### config.mk
export PLATFORM = sky130hd
export DESIGN_NAME = color_matrix_crossfade_flat
export DESIGN_NICKNAME = d
export VERILOG_FILES = /design/src/rtl/cmx_pkg.sv /design/src/rtl/cmx_tick_if.sv /design/src/rtl/cmx_coef_if.sv /design/src/rtl/color_matrix_crossfade.sv /design/src/flat_wrapper.sv
export SDC_FILE = /design/constraint.sdc
export NUM_CORES = 1
export LEC_CHECK = 0
export ABC_AREA = 1
export ABC_CLOCK_PERIOD_IN_PS = 16400
export CORE_MARGIN = 2
export CORE_UTILIZATION = 30
export DETAILED_ROUTE_END_ITERATION = 6
export DONT_BUFFER_PORTS = 1
export MAX_ROUTING_LAYER = met4
export SLEW_MARGIN = 20
export SYNTH_ARGS = -nofsm -noshare
export SYNTH_HDL_FRONTEND = slang
export SYNTH_SLANG_ARGS = --single-unit
### constraint.sdc
create_clock -name clk -period 16.4 [get_ports clk]
set_clock_uncertainty 0.15 [all_clocks]
set_input_delay 0 -clock clk [delete_from_list [all_inputs] [get_ports clk]]
set_output_delay 0 -clock clk [all_outputs]
set_load 0.1 [all_outputs]
### src/rtl/cmx_pkg.sv
// cmx_pkg: widths, register map and controller states of the colour matrix crossfade
// used by cmx_coef_if and by color_matrix_crossfade
// no dependencies
package cmx_pkg;

	localparam int NUM_COEFS  = 12;
	localparam int LANES      = 4;
	localparam int NUM_BANKS  = NUM_COEFS / LANES;
	localparam int COEF_W     = 16;
	localparam int IDX_W      = 4;
	localparam int LANE_W     = 2;
	localparam int BANK_W     = IDX_W - LANE_W;
	localparam int FRAME_W    = 16;
	localparam int APB_AW     = 6;
	localparam int APB_DW     = 64;
	localparam int REG_IDX_W  = 3;
	localparam int NUM_W      = 35;
	localparam int MAG_W      = 34;
	localparam int STEP_W     = 6;

	localparam logic [FRAME_W-1:0] FADE_FRAMES_RESET = 16'd30;

	typedef enum logic [REG_IDX_W-1:0] {
		REG_START_LOW,
		REG_START_MID,
		REG_START_HIGH,
		REG_END_LOW,
		REG_END_MID,
		REG_END_HIGH,
		REG_FADE_FRAMES
	} cfg_reg_t;

	typedef enum logic [2:0] {
		ST_IDLE,
		ST_LOAD,
		ST_MUL,
		ST_ABS,
		ST_DIV,
		ST_PUT
	} fsm_state_t;

endpackage

### src/rtl/cmx_tick_if.sv
// cmx_tick_if: frame tick channel, valid/ready with the restart flag
// depends on nothing
interface cmx_tick_if;
	logic valid;
	logic ready;
	logic restart;

	modport source (output valid, output restart, input ready);
	modport sink (input valid, input restart, output ready);
endinterface

### src/rtl/cmx_coef_if.sv
// cmx_coef_if: coefficient result channel, valid/ready with index, value and frame flags
// depends on cmx_pkg
interface cmx_coef_if;
	logic                                 valid;
	logic                                 ready;
	logic        [cmx_pkg::IDX_W-1:0]     coef_index;
	logic signed [cmx_pkg::COEF_W-1:0]    coef_value;
	logic                                 last_of_frame;
	logic                                 fade_done;

	modport source (output valid, output coef_index, output coef_value,
		output last_of_frame, output fade_done, input ready);
	modport sink (input valid, input coef_index, input coef_value,
		input last_of_frame, input fade_done, output ready);
endinterface

### src/rtl/color_matrix_crossfade.sv
// color_matrix_crossfade: fades twelve matrix coefficients from a start set to an end set
// depends on cmx_pkg, cmx_tick_if and cmx_coef_if
//
// usage: tick carries one transfer per video frame; restart=1 reloads the frame counter
// from fade_frames and starts a fade. while fading, each tick yields twelve transfers on
// coef (index 0..11, last_of_frame on index 11, fade_done on every result of the final
// frame); an idle tick yields nothing. configuration is a 64-bit apb port, register i at
// byte address 8*i; its registers are to be written only while the block is idle, which
// the block itself does not enforce. each coefficient is (start*count + end*(frames-count))
// / frames, found by a bit-serial multiply over the 16-bit count and frames and a restoring
// divide of the 34-bit magnitude, one bit per cycle, passing through the load, multiply,
// magnitude, divide and output states. tick is taken only while the controller is idle, so
// an active tick is not taken until the last result of the previous frame has been loaded
// into the output register, while idle ticks can be taken back to back.
// the output register lets the next coefficient be computed while a result waits; a
// stalled receiver holds the controller in its output state until the register is free.
// reset clears the fade state and registers, sets fade_frames to 30 and empties the output.
module color_matrix_crossfade (
	input  logic                          clk,
	input  logic                          arst_n,
	cmx_tick_if.sink                      tick,
	cmx_coef_if.source                    coef,
	input  logic                          psel,
	input  logic                          penable,
	input  logic                          pwrite,
	input  logic [cmx_pkg::APB_AW-1:0]    paddr,
	input  logic [cmx_pkg::APB_DW-1:0]    pwdata,
	output logic [cmx_pkg::APB_DW-1:0]    prdata,
	output logic                          pready
);
	import cmx_pkg::*;

	fsm_state_t state_q, state_d;

	logic [NUM_BANKS-1:0][APB_DW-1:0] start_q;
	logic [NUM_BANKS-1:0][APB_DW-1:0] end_q;
	logic [FRAME_W-1:0]               fade_frames_q;
	logic [FRAME_W-1:0]               frames_left_q;
	logic                             fading_q;

	logic [FRAME_W-1:0]               count_q;
	logic [FRAME_W-1:0]               frames_q;
	logic                             done_q;
	logic [IDX_W-1:0]                 idx_q;
	logic signed [COEF_W-1:0]         e_q;
	logic signed [COEF_W:0]           d_q;
	logic [FRAME_W-1:0]               f_sh_q;
	logic [FRAME_W-1:0]               c_sh_q;
	logic signed [NUM_W-1:0]          acc_q;
	logic [MAG_W-1:0]                 dvd_q;
	logic [FRAME_W-1:0]               rem_q;
	logic                             neg_q;
	logic [STEP_W-1:0]                step_q;

	logic                             out_valid_q;
	logic [IDX_W-1:0]                 out_idx_q;
	logic signed [COEF_W-1:0]         out_val_q;
	logic                             out_last_q;
	logic                             out_done_q;

	logic                             tick_xfer;
	logic                             eff_fading;
	logic [FRAME_W-1:0]               eff_left;
	logic                             out_free;
	logic                             load_out;
	logic                             mul_last;
	logic                             div_last;
	logic                             idx_last;
	logic                             cfg_wr;
	cfg_reg_t                         cfg_sel;

	logic [BANK_W-1:0]                bank;
	logic [LANE_W-1:0]                lane;
	logic signed [COEF_W-1:0]         s_sel;
	logic signed [COEF_W-1:0]         e_sel;

	logic signed [NUM_W-1:0]          add_e;
	logic signed [NUM_W-1:0]          add_d;
	logic signed [NUM_W-1:0]          acc_next;
	logic signed [NUM_W-1:0]          acc_abs;
	logic [FRAME_W:0]                 shifted;
	logic [FRAME_W+1:0]               diff;
	logic                             q_bit;
	logic [COEF_W-1:0]                q_mag;
	logic signed [COEF_W-1:0]         q_val;

	// apb register file
	assign pready  = 1'b1;
	assign cfg_wr  = psel && penable && pwrite && pready;
	assign cfg_sel = cfg_reg_t'(paddr[APB_AW-1:APB_AW-REG_IDX_W]);

	always_comb begin
		unique case (cfg_sel)
			REG_START_LOW:   prdata = start_q[0];
			REG_START_MID:   prdata = start_q[1];
			REG_START_HIGH:  prdata = start_q[2];
			REG_END_LOW:     prdata = end_q[0];
			REG_END_MID:     prdata = end_q[1];
			REG_END_HIGH:    prdata = end_q[2];
			REG_FADE_FRAMES: prdata = {{(APB_DW-FRAME_W){1'b0}}, fade_frames_q};
			default:         prdata = '0;
		endcase
	end

	// tick and frame bookkeeping
	assign tick_xfer  = tick.valid && tick.ready;
	assign eff_fading = tick.restart || fading_q;
	assign eff_left   = tick.restart ? fade_frames_q : frames_left_q;
	assign out_free   = !out_valid_q || coef.ready;
	assign mul_last   = (step_q == STEP_W'(FRAME_W - 1));
	assign div_last   = (step_q == STEP_W'(MAG_W - 1));
	assign idx_last   = (idx_q == IDX_W'(NUM_COEFS - 1));

	// coefficient selection
	assign bank  = idx_q[IDX_W-1:LANE_W];
	assign lane  = idx_q[LANE_W-1:0];
	assign s_sel = start_q[bank][lane*COEF_W +: COEF_W];
	assign e_sel = end_q[bank][lane*COEF_W +: COEF_W];

	// bit-serial multiply, msb first: acc = end*frames + (start-end)*count
	assign add_e    = f_sh_q[FRAME_W-1] ? NUM_W'(e_q) : '0;
	assign add_d    = c_sh_q[FRAME_W-1] ? NUM_W'(d_q) : '0;
	assign acc_next = (acc_q <<< 1) + add_e + add_d;
	assign acc_abs  = acc_q[NUM_W-1] ? -acc_q : acc_q;

	// restoring divide, one quotient bit per cycle
	assign shifted = {rem_q, dvd_q[MAG_W-1]};
	assign diff    = {1'b0, shifted} - {2'b00, frames_q};
	assign q_bit   = !diff[FRAME_W+1];
	assign q_mag   = dvd_q[COEF_W-1:0];
	assign q_val   = (frames_q == '0) ? e_q : (neg_q ? -$signed(q_mag) : $signed(q_mag));

	// next state
	always_comb begin
		state_d = state_q;
		unique case (state_q)
			ST_IDLE: if (tick_xfer && eff_fading) state_d = ST_LOAD;
			ST_LOAD: state_d = ST_MUL;
			ST_MUL:  if (mul_last) state_d = ST_ABS;
			ST_ABS:  state_d = ST_DIV;
			ST_DIV:  if (div_last) state_d = ST_PUT;
			ST_PUT: begin
				if (out_free) state_d = idx_last ? ST_IDLE : ST_LOAD;
			end
			default: state_d = ST_IDLE;
		endcase
	end

	// controller outputs
	always_comb begin
		tick.ready = 1'b0;
		load_out   = 1'b0;
		unique case (state_q)
			ST_IDLE: tick.ready = 1'b1;
			ST_PUT:  load_out   = out_free;
			default: ;
		endcase
	end

	always_ff @(posedge clk or negedge arst_n) begin
		if (!arst_n) begin
			state_q       <= ST_IDLE;
			start_q       <= '0;
			end_q         <= '0;
			fade_frames_q <= FADE_FRAMES_RESET;
			frames_left_q <= '0;
			fading_q      <= 1'b0;
			idx_q         <= '0;
			step_q        <= '0;
			out_valid_q   <= 1'b0;
		end else begin
			state_q <= state_d;
			if (cfg_wr) begin
				unique case (cfg_sel)
					REG_START_LOW:   start_q[0]    <= pwdata;
					REG_START_MID:   start_q[1]    <= pwdata;
					REG_START_HIGH:  start_q[2]    <= pwdata;
					REG_END_LOW:     end_q[0]      <= pwdata;
					REG_END_MID:     end_q[1]      <= pwdata;
					REG_END_HIGH:    end_q[2]      <= pwdata;
					REG_FADE_FRAMES: fade_frames_q <= pwdata[FRAME_W-1:0];
					default: ;
				endcase
			end
			if (tick_xfer && eff_fading) begin
				fading_q      <= (eff_left != '0);
				frames_left_q <= (eff_left == '0) ? eff_left : eff_left - FRAME_W'(1);
				idx_q         <= '0;
			end
			if (state_q == ST_LOAD || state_q == ST_ABS) begin
				step_q <= '0;
			end else if (state_q == ST_MUL || state_q == ST_DIV) begin
				step_q <= step_q + STEP_W'(1);
			end
			if (load_out && !idx_last) begin
				idx_q <= idx_q + IDX_W'(1);
			end
			if (load_out) begin
				out_valid_q <= 1'b1;
			end else if (coef.ready) begin
				out_valid_q <= 1'b0;
			end
		end
	end

	// datapath
	always_ff @(posedge clk) begin
		if (tick_xfer && eff_fading) begin
			count_q  <= eff_left;
			frames_q <= fade_frames_q;
			done_q   <= (eff_left == '0);
		end
		unique case (state_q)
			ST_LOAD: begin
				e_q    <= e_sel;
				d_q    <= (COEF_W+1)'(s_sel) - (COEF_W+1)'(e_sel);
				f_sh_q <= frames_q;
				c_sh_q <= count_q;
				acc_q  <= '0;
			end
			ST_MUL: begin
				acc_q  <= acc_next;
				f_sh_q <= {f_sh_q[FRAME_W-2:0], 1'b0};
				c_sh_q <= {c_sh_q[FRAME_W-2:0], 1'b0};
			end
			ST_ABS: begin
				dvd_q <= acc_abs[MAG_W-1:0];
				neg_q <= acc_q[NUM_W-1];
				rem_q <= '0;
			end
			ST_DIV: begin
				rem_q <= q_bit ? diff[FRAME_W-1:0] : shifted[FRAME_W-1:0];
				dvd_q <= {dvd_q[MAG_W-2:0], q_bit};
			end
			default: ;
		endcase
		if (load_out) begin
			out_idx_q  <= idx_q;
			out_val_q  <= q_val;
			out_last_q <= idx_last;
			out_done_q <= done_q;
		end
	end

	assign coef.valid         = out_valid_q;
	assign coef.coef_index    = out_idx_q;
	assign coef.coef_value    = out_val_q;
	assign coef.last_of_frame = out_last_q;
	assign coef.fade_done     = out_done_q;

	// checks
	a_idle_tick_no_work: assert property (@(posedge clk) disable iff (!arst_n)
		(tick_xfer && !tick.restart && !fading_q) |=> (state_q == ST_IDLE))
		else $error("idle tick started a computation");

	a_restart_loads: assert property (@(posedge clk) disable iff (!arst_n)
		(tick_xfer && tick.restart && fade_frames_q != '0) |=>
		(fading_q && frames_left_q == $past(fade_frames_q) - FRAME_W'(1)))
		else $error("restart did not load the frame counter");

	a_rem_below_divisor: assert property (@(posedge clk) disable iff (!arst_n)
		(state_q == ST_DIV && frames_q != '0) |-> (rem_q < frames_q))
		else $error("divider remainder not below divisor");

	a_last_index: assert property (@(posedge clk) disable iff (!arst_n)
		(coef.valid && coef.last_of_frame) |-> (coef.coef_index == IDX_W'(NUM_COEFS - 1)))
		else $error("last_of_frame on wrong coefficient");

	a_index_range: assert property (@(posedge clk) disable iff (!arst_n)
		(state_q != ST_IDLE) |-> (idx_q < IDX_W'(NUM_COEFS)))
		else $error("coefficient index out of range");

endmodule
### src/flat_wrapper.sv
// flat-port wrapper written by rule: the top's interface ports become plain ports
module color_matrix_crossfade_flat import cmx_pkg::*;
  (clk, arst_n, psel, penable, pwrite, paddr, pwdata, prdata, pready, tick_valid, tick_restart, tick_ready, coef_valid, coef_coef_index, coef_coef_value, coef_last_of_frame, coef_fade_done, coef_ready);
  cmx_tick_if tick_i ();
  cmx_coef_if coef_i ();
  input  logic clk;
  input  logic arst_n;
  input  logic psel;
  input  logic penable;
  input  logic pwrite;
  input  logic [cmx_pkg::APB_AW-1:0] paddr;
  input  logic [cmx_pkg::APB_DW-1:0] pwdata;
  output logic [cmx_pkg::APB_DW-1:0] prdata;
  output logic pready;
  input wire logic [$bits(tick_i.valid)-1:0] tick_valid;
  input wire logic [$bits(tick_i.restart)-1:0] tick_restart;
  output wire logic [$bits(tick_i.ready)-1:0] tick_ready;
  output wire logic [$bits(coef_i.valid)-1:0] coef_valid;
  output wire logic [$bits(coef_i.coef_index)-1:0] coef_coef_index;
  output wire logic [$bits(coef_i.coef_value)-1:0] coef_coef_value;
  output wire logic [$bits(coef_i.last_of_frame)-1:0] coef_last_of_frame;
  output wire logic [$bits(coef_i.fade_done)-1:0] coef_fade_done;
  input wire logic [$bits(coef_i.ready)-1:0] coef_ready;
  assign tick_i.valid = tick_valid;
  assign tick_i.restart = tick_restart;
  assign tick_ready = tick_i.ready;
  assign coef_valid = coef_i.valid;
  assign coef_coef_index = coef_i.coef_index;
  assign coef_coef_value = coef_i.coef_value;
  assign coef_last_of_frame = coef_i.last_of_frame;
  assign coef_fade_done = coef_i.fade_done;
  assign coef_i.ready = coef_ready;
  color_matrix_crossfade u_core (.clk(clk), .arst_n(arst_n), .tick(tick_i), .coef(coef_i), .psel(psel), .penable(penable), .pwrite(pwrite), .paddr(paddr), .pwdata(pwdata), .prdata(prdata), .pready(pready));
endmodule
==> summary.md <==
| Metric | Value |
|---|---|
| Maximum vdd drop | `about 0.12 mV` |
| Mapped Avg Cell Area | `7.89 µm²` |
| Reg clk slew, reported paths | `0.06 ns` |
| Gpl congestion | `about 0.94` |
| Final worst-path cycle share | `0.330` |
| Status | `complete, but fails checks` |
| CTS H-Tree Depth | `3` |
| Critical path peak fanout | `42` |
| CTS tree | `done` |
| Flops & latches, synth | `637` |
| # DRC | `21` |
| Critical Path Start Type | `flop` |
| Max stage delay on crit path | `0.67 ns` |
| RSZ-0062 raised after global routing | `false` |
| Slew @ Worst Pin | `1.18 ns` |
| Smallest hold slack | `0.0233 ns` |
| I/O Buffers | `0` |
| Worst Hold Class | `input port to flop` |
| Pin count of the biggest net entering global routing | `432` |
| Share of layout cells above drive strength 1 | `0.0602` |
| CTS Root Buffer Type | `clkbuf_16` |
| Post-layout net count | `4854` |
| Final Max Slew Viols | `0` |
| Antenna violations before repair | `15` |
| Asr flop ratio synth | `0.677` |
| Drt first pass iters | `7` |
| DP Area | `38800 µm²` |
| Leakage | `18.7 nW` |
| Finished Layout Cells | `between 6000 and 7000` |
| R2R depth | `16` |
| Max_cap viols | `0` |
| Crit end category | `flop` |
| DR vias/cell | `5.15` |
| Number of global-route vias before repair | `31100` |
| Wire per inst | `about 20 µm` |
| Chip Height | `351 µm` |
| Synth Cell Area | `36100 µm²` |
| CP required | `16.65 ns` |
| Starting DRT DRC Count | `3365` |
| Seq/Total Area, Yosys | `0.470` |
| Clock buffer count from CTS | `72` |
| Post-synth cell types | `50` |
| Synth-to-Final Area Change | `19.1%` |
| Site row count | `127` |
| Top_reg_cell synth | `dfrtp_1` |
| Fin area | `between 40000 and 50000 µm²` |
| Placeable Area | `between 100000 and 150000 µm²` |
| Pwr Density | `201 nW/µm²` |
| CTS Buffer Depth | `3` |
| CTS Sinks | `637` |
| Slowest-stage cell, CP | `dfrtp_4` |
| Post-Synthesis Cells | `between 4000 and 5000` |
| GR Overflow Total | `0` |
| Cells after DPL | `around 6000` |
| Max Freq | `185 MHz` |
| Yosys Warn Count | `0` |
| Num ports | `167` |
| Mapped Nets | `4764` |
| CP cell instances | `inv_2, buf_4, buf_4, nor2_1, o311ai_0, o211ai_1, nand2_1, inv_1, ha_1, a21oi_1, o21ai_0, nor2_1, o21ai_0, nand3_1, nand3_1, nand2_1` |
| Arrival @ worst endpoint | `5.66 ns` |
| # resized after CTS | `0` |
| Total Wirelength | `about 120 mm` |
| Power Total | `0.00863 W` |
| Number of synthesized flops with an enable pin | `206` |
| Fin crit period | `5.41 ns` |
| Post-DP HPWL | `80.7 mm` |
| Vias | `32700` |
| Fin. Hold Viols | `0` |
| Hold Path Depth | `3` |
| Setup violations, final | `0` |
| Post-Route Setup TNS | `0 ns` |
| Crit Path Class | `flop to flop` |
| Skew-Pair Late Insertion Delay | `between 0.6 and 0.7 ns` |
| Slew HR | `0.214` |
| Antenna-violating nets left | `0` |
| Area of the die | `123000 µm²` |
| First-pass GRT wire length | `~190 mm` |
| Gr usage total | `0.204` |
| Initial core utilization | `0.302` |
| Failing checks | `design-rule violations` |
| Width of the chip | `351 µm` |
## power breakdown
part	switching, W	leakage (nW)	total [W]	internal [W]
sequential	0.000447	7.17	0.00272	0.00227
clock	0.000718	1.14	0.00164	0.000926
combinational	0.00295	10.4	0.00427	0.00132
total	0.00411	18.7	0.00863	0.00451
## stage by stage
step           worst slack [ns]   util
2_1_floorplan             10.17      -
3_3_place_gp              11.17  0.323
3_5_place_dp              11.11  0.324
4_1_cts                   11.10  0.358
5_1_grt                   10.73  0.359
6_report                  10.99  0.359
## layer usage
layer	share of wire	GRT usage	up-vias	routed length, µm
met2	0.44	0.308	1349	54400
met3	0.090	0.0398	255	11200
met4	0.040	0.0782	0	4970
met1	0.43	0.270	15700	53000
met5	0	-	-	0
li1	-	-	15400	-
## flip-flops by register name, indices dropped and copies added (netlist names), 4 cells and up
register,count
u_core.count_q,16
u_core.fade_frames_q,16
u_core.frames_left_q,16
u_core.acc_q,35
u_core.idx_q,4
u_core.start_q,192
u_core.step_q,6
u_core.rem_q,16
u_core.coef.coef_index,4
u_core.d_q,17
u_core.c_sh_q,16
u_core.f_sh_q,16
u_core.coef.coef_value,16
u_core.frames_q,16
u_core.e_q,16
u_core.end_q,192
u_core.dvd_q,34
## path summary, 6_finish.rpt
| path | start | to | slack (ns) |
|---|---|---|---|
| max in group asynchronous | arst_n | u_core.idx_q[2] | 14.10 |
| min in group asynchronous | arst_n | u_core.start_q[188] | 0.26 |
| max | u_core.idx_q[2] | u_core.d_q[15] | 10.99 |
| min | pwdata[27] | u_core.start_q[27] | 0.02 |
| max reg2reg | u_core.idx_q[2] | u_core.d_q[15] | 10.99 |
| min reg2reg | u_core.fade_frames_q[9] | u_core.frames_q[9] | 0.33 |
## cells in the final DEF (no fill, tap or decap), types with 34 or more instances in the layout
master	n
clkbuf_16	72
a21oi_1	162
buf_16	34
fa_1	36
buf_4	53
nor2_1	337
o211ai_1	114
edfxtp_1	206
o21ai_0	580
inv_1	561
dlygate4sd3_1	169
nand3_1	148
nand2_1	1243
ha_1	73
dfrtp_1	424
a221oi_1	50
o22ai_1	111
## worst max-delay path: cells and delay by family, from the launching register on
kind / cells / cell delay [ns]
and+or+nand+nor: 6 / 0.76
buffers and inverters: 4 / 1.43
DFF: 1 / 0.67
adders and majority gates: 1 / 0.35
AOI/OAI and AO/OA: 5 / 1.69
## layout make-up
cell class	count	area, µm²
clock inverters	28	379
repair buffers	258	3070
inverters	580	2180
multi-input cells	3118	16400
well taps	1612	2020
diodes	13	32.5
flip-flops and latches	637	17000
fillers	12300	76600
clock buffers	100	1990
## Yosys cell counts (17+ instances only)
cell       instances  share of area
xor2_1            32         0.0078
nand4_1           26         0.0045
o22ai_1          111          0.019
a221oi_1          50          0.012
o21ai_1           17         0.0024
nor2_1           344          0.036
o21ai_0          582          0.081
edfxtp_1         206           0.17
clkbuf_1         164          0.017
buf_2             46         0.0064
dfrtp_1          427           0.30
o2111ai_1         21         0.0051
buf_1             26         0.0027
a21oi_1          162          0.022
o211ai_1         114          0.024
fa_1              36          0.020
ha_1              73          0.025
nand3_1          149          0.021
nor3_1            25         0.0035
inv_1            566          0.059
o311ai_0          29         0.0070
nand2_1         1249           0.13
## repair_timing
action                     CTS  global route
hold buffers               170             1
hold endpoints to repair   901            55
setup endpoints to repair    0             0
buffers inserted             0             0
## logic make-up (layout without fill, tap and decap cells)
family / Yosys count / count (layout) / synth area share
buffers and inverters: 822 / 966 / 0.0883
other: 1 / 14 / 0.000104
AOI/OAI and AO/OA: 1140 / 1140 / 0.185
and+or+nand+nor: 1824 / 1824 / 0.201
adders and majority gates: 109 / 109 / 0.0452
DFF: 637 / 637 / 0.470
xor gates and xnor gates: 44 / 44 / 0.0107
No activity file was read; power rests on OpenSTA's default activity.
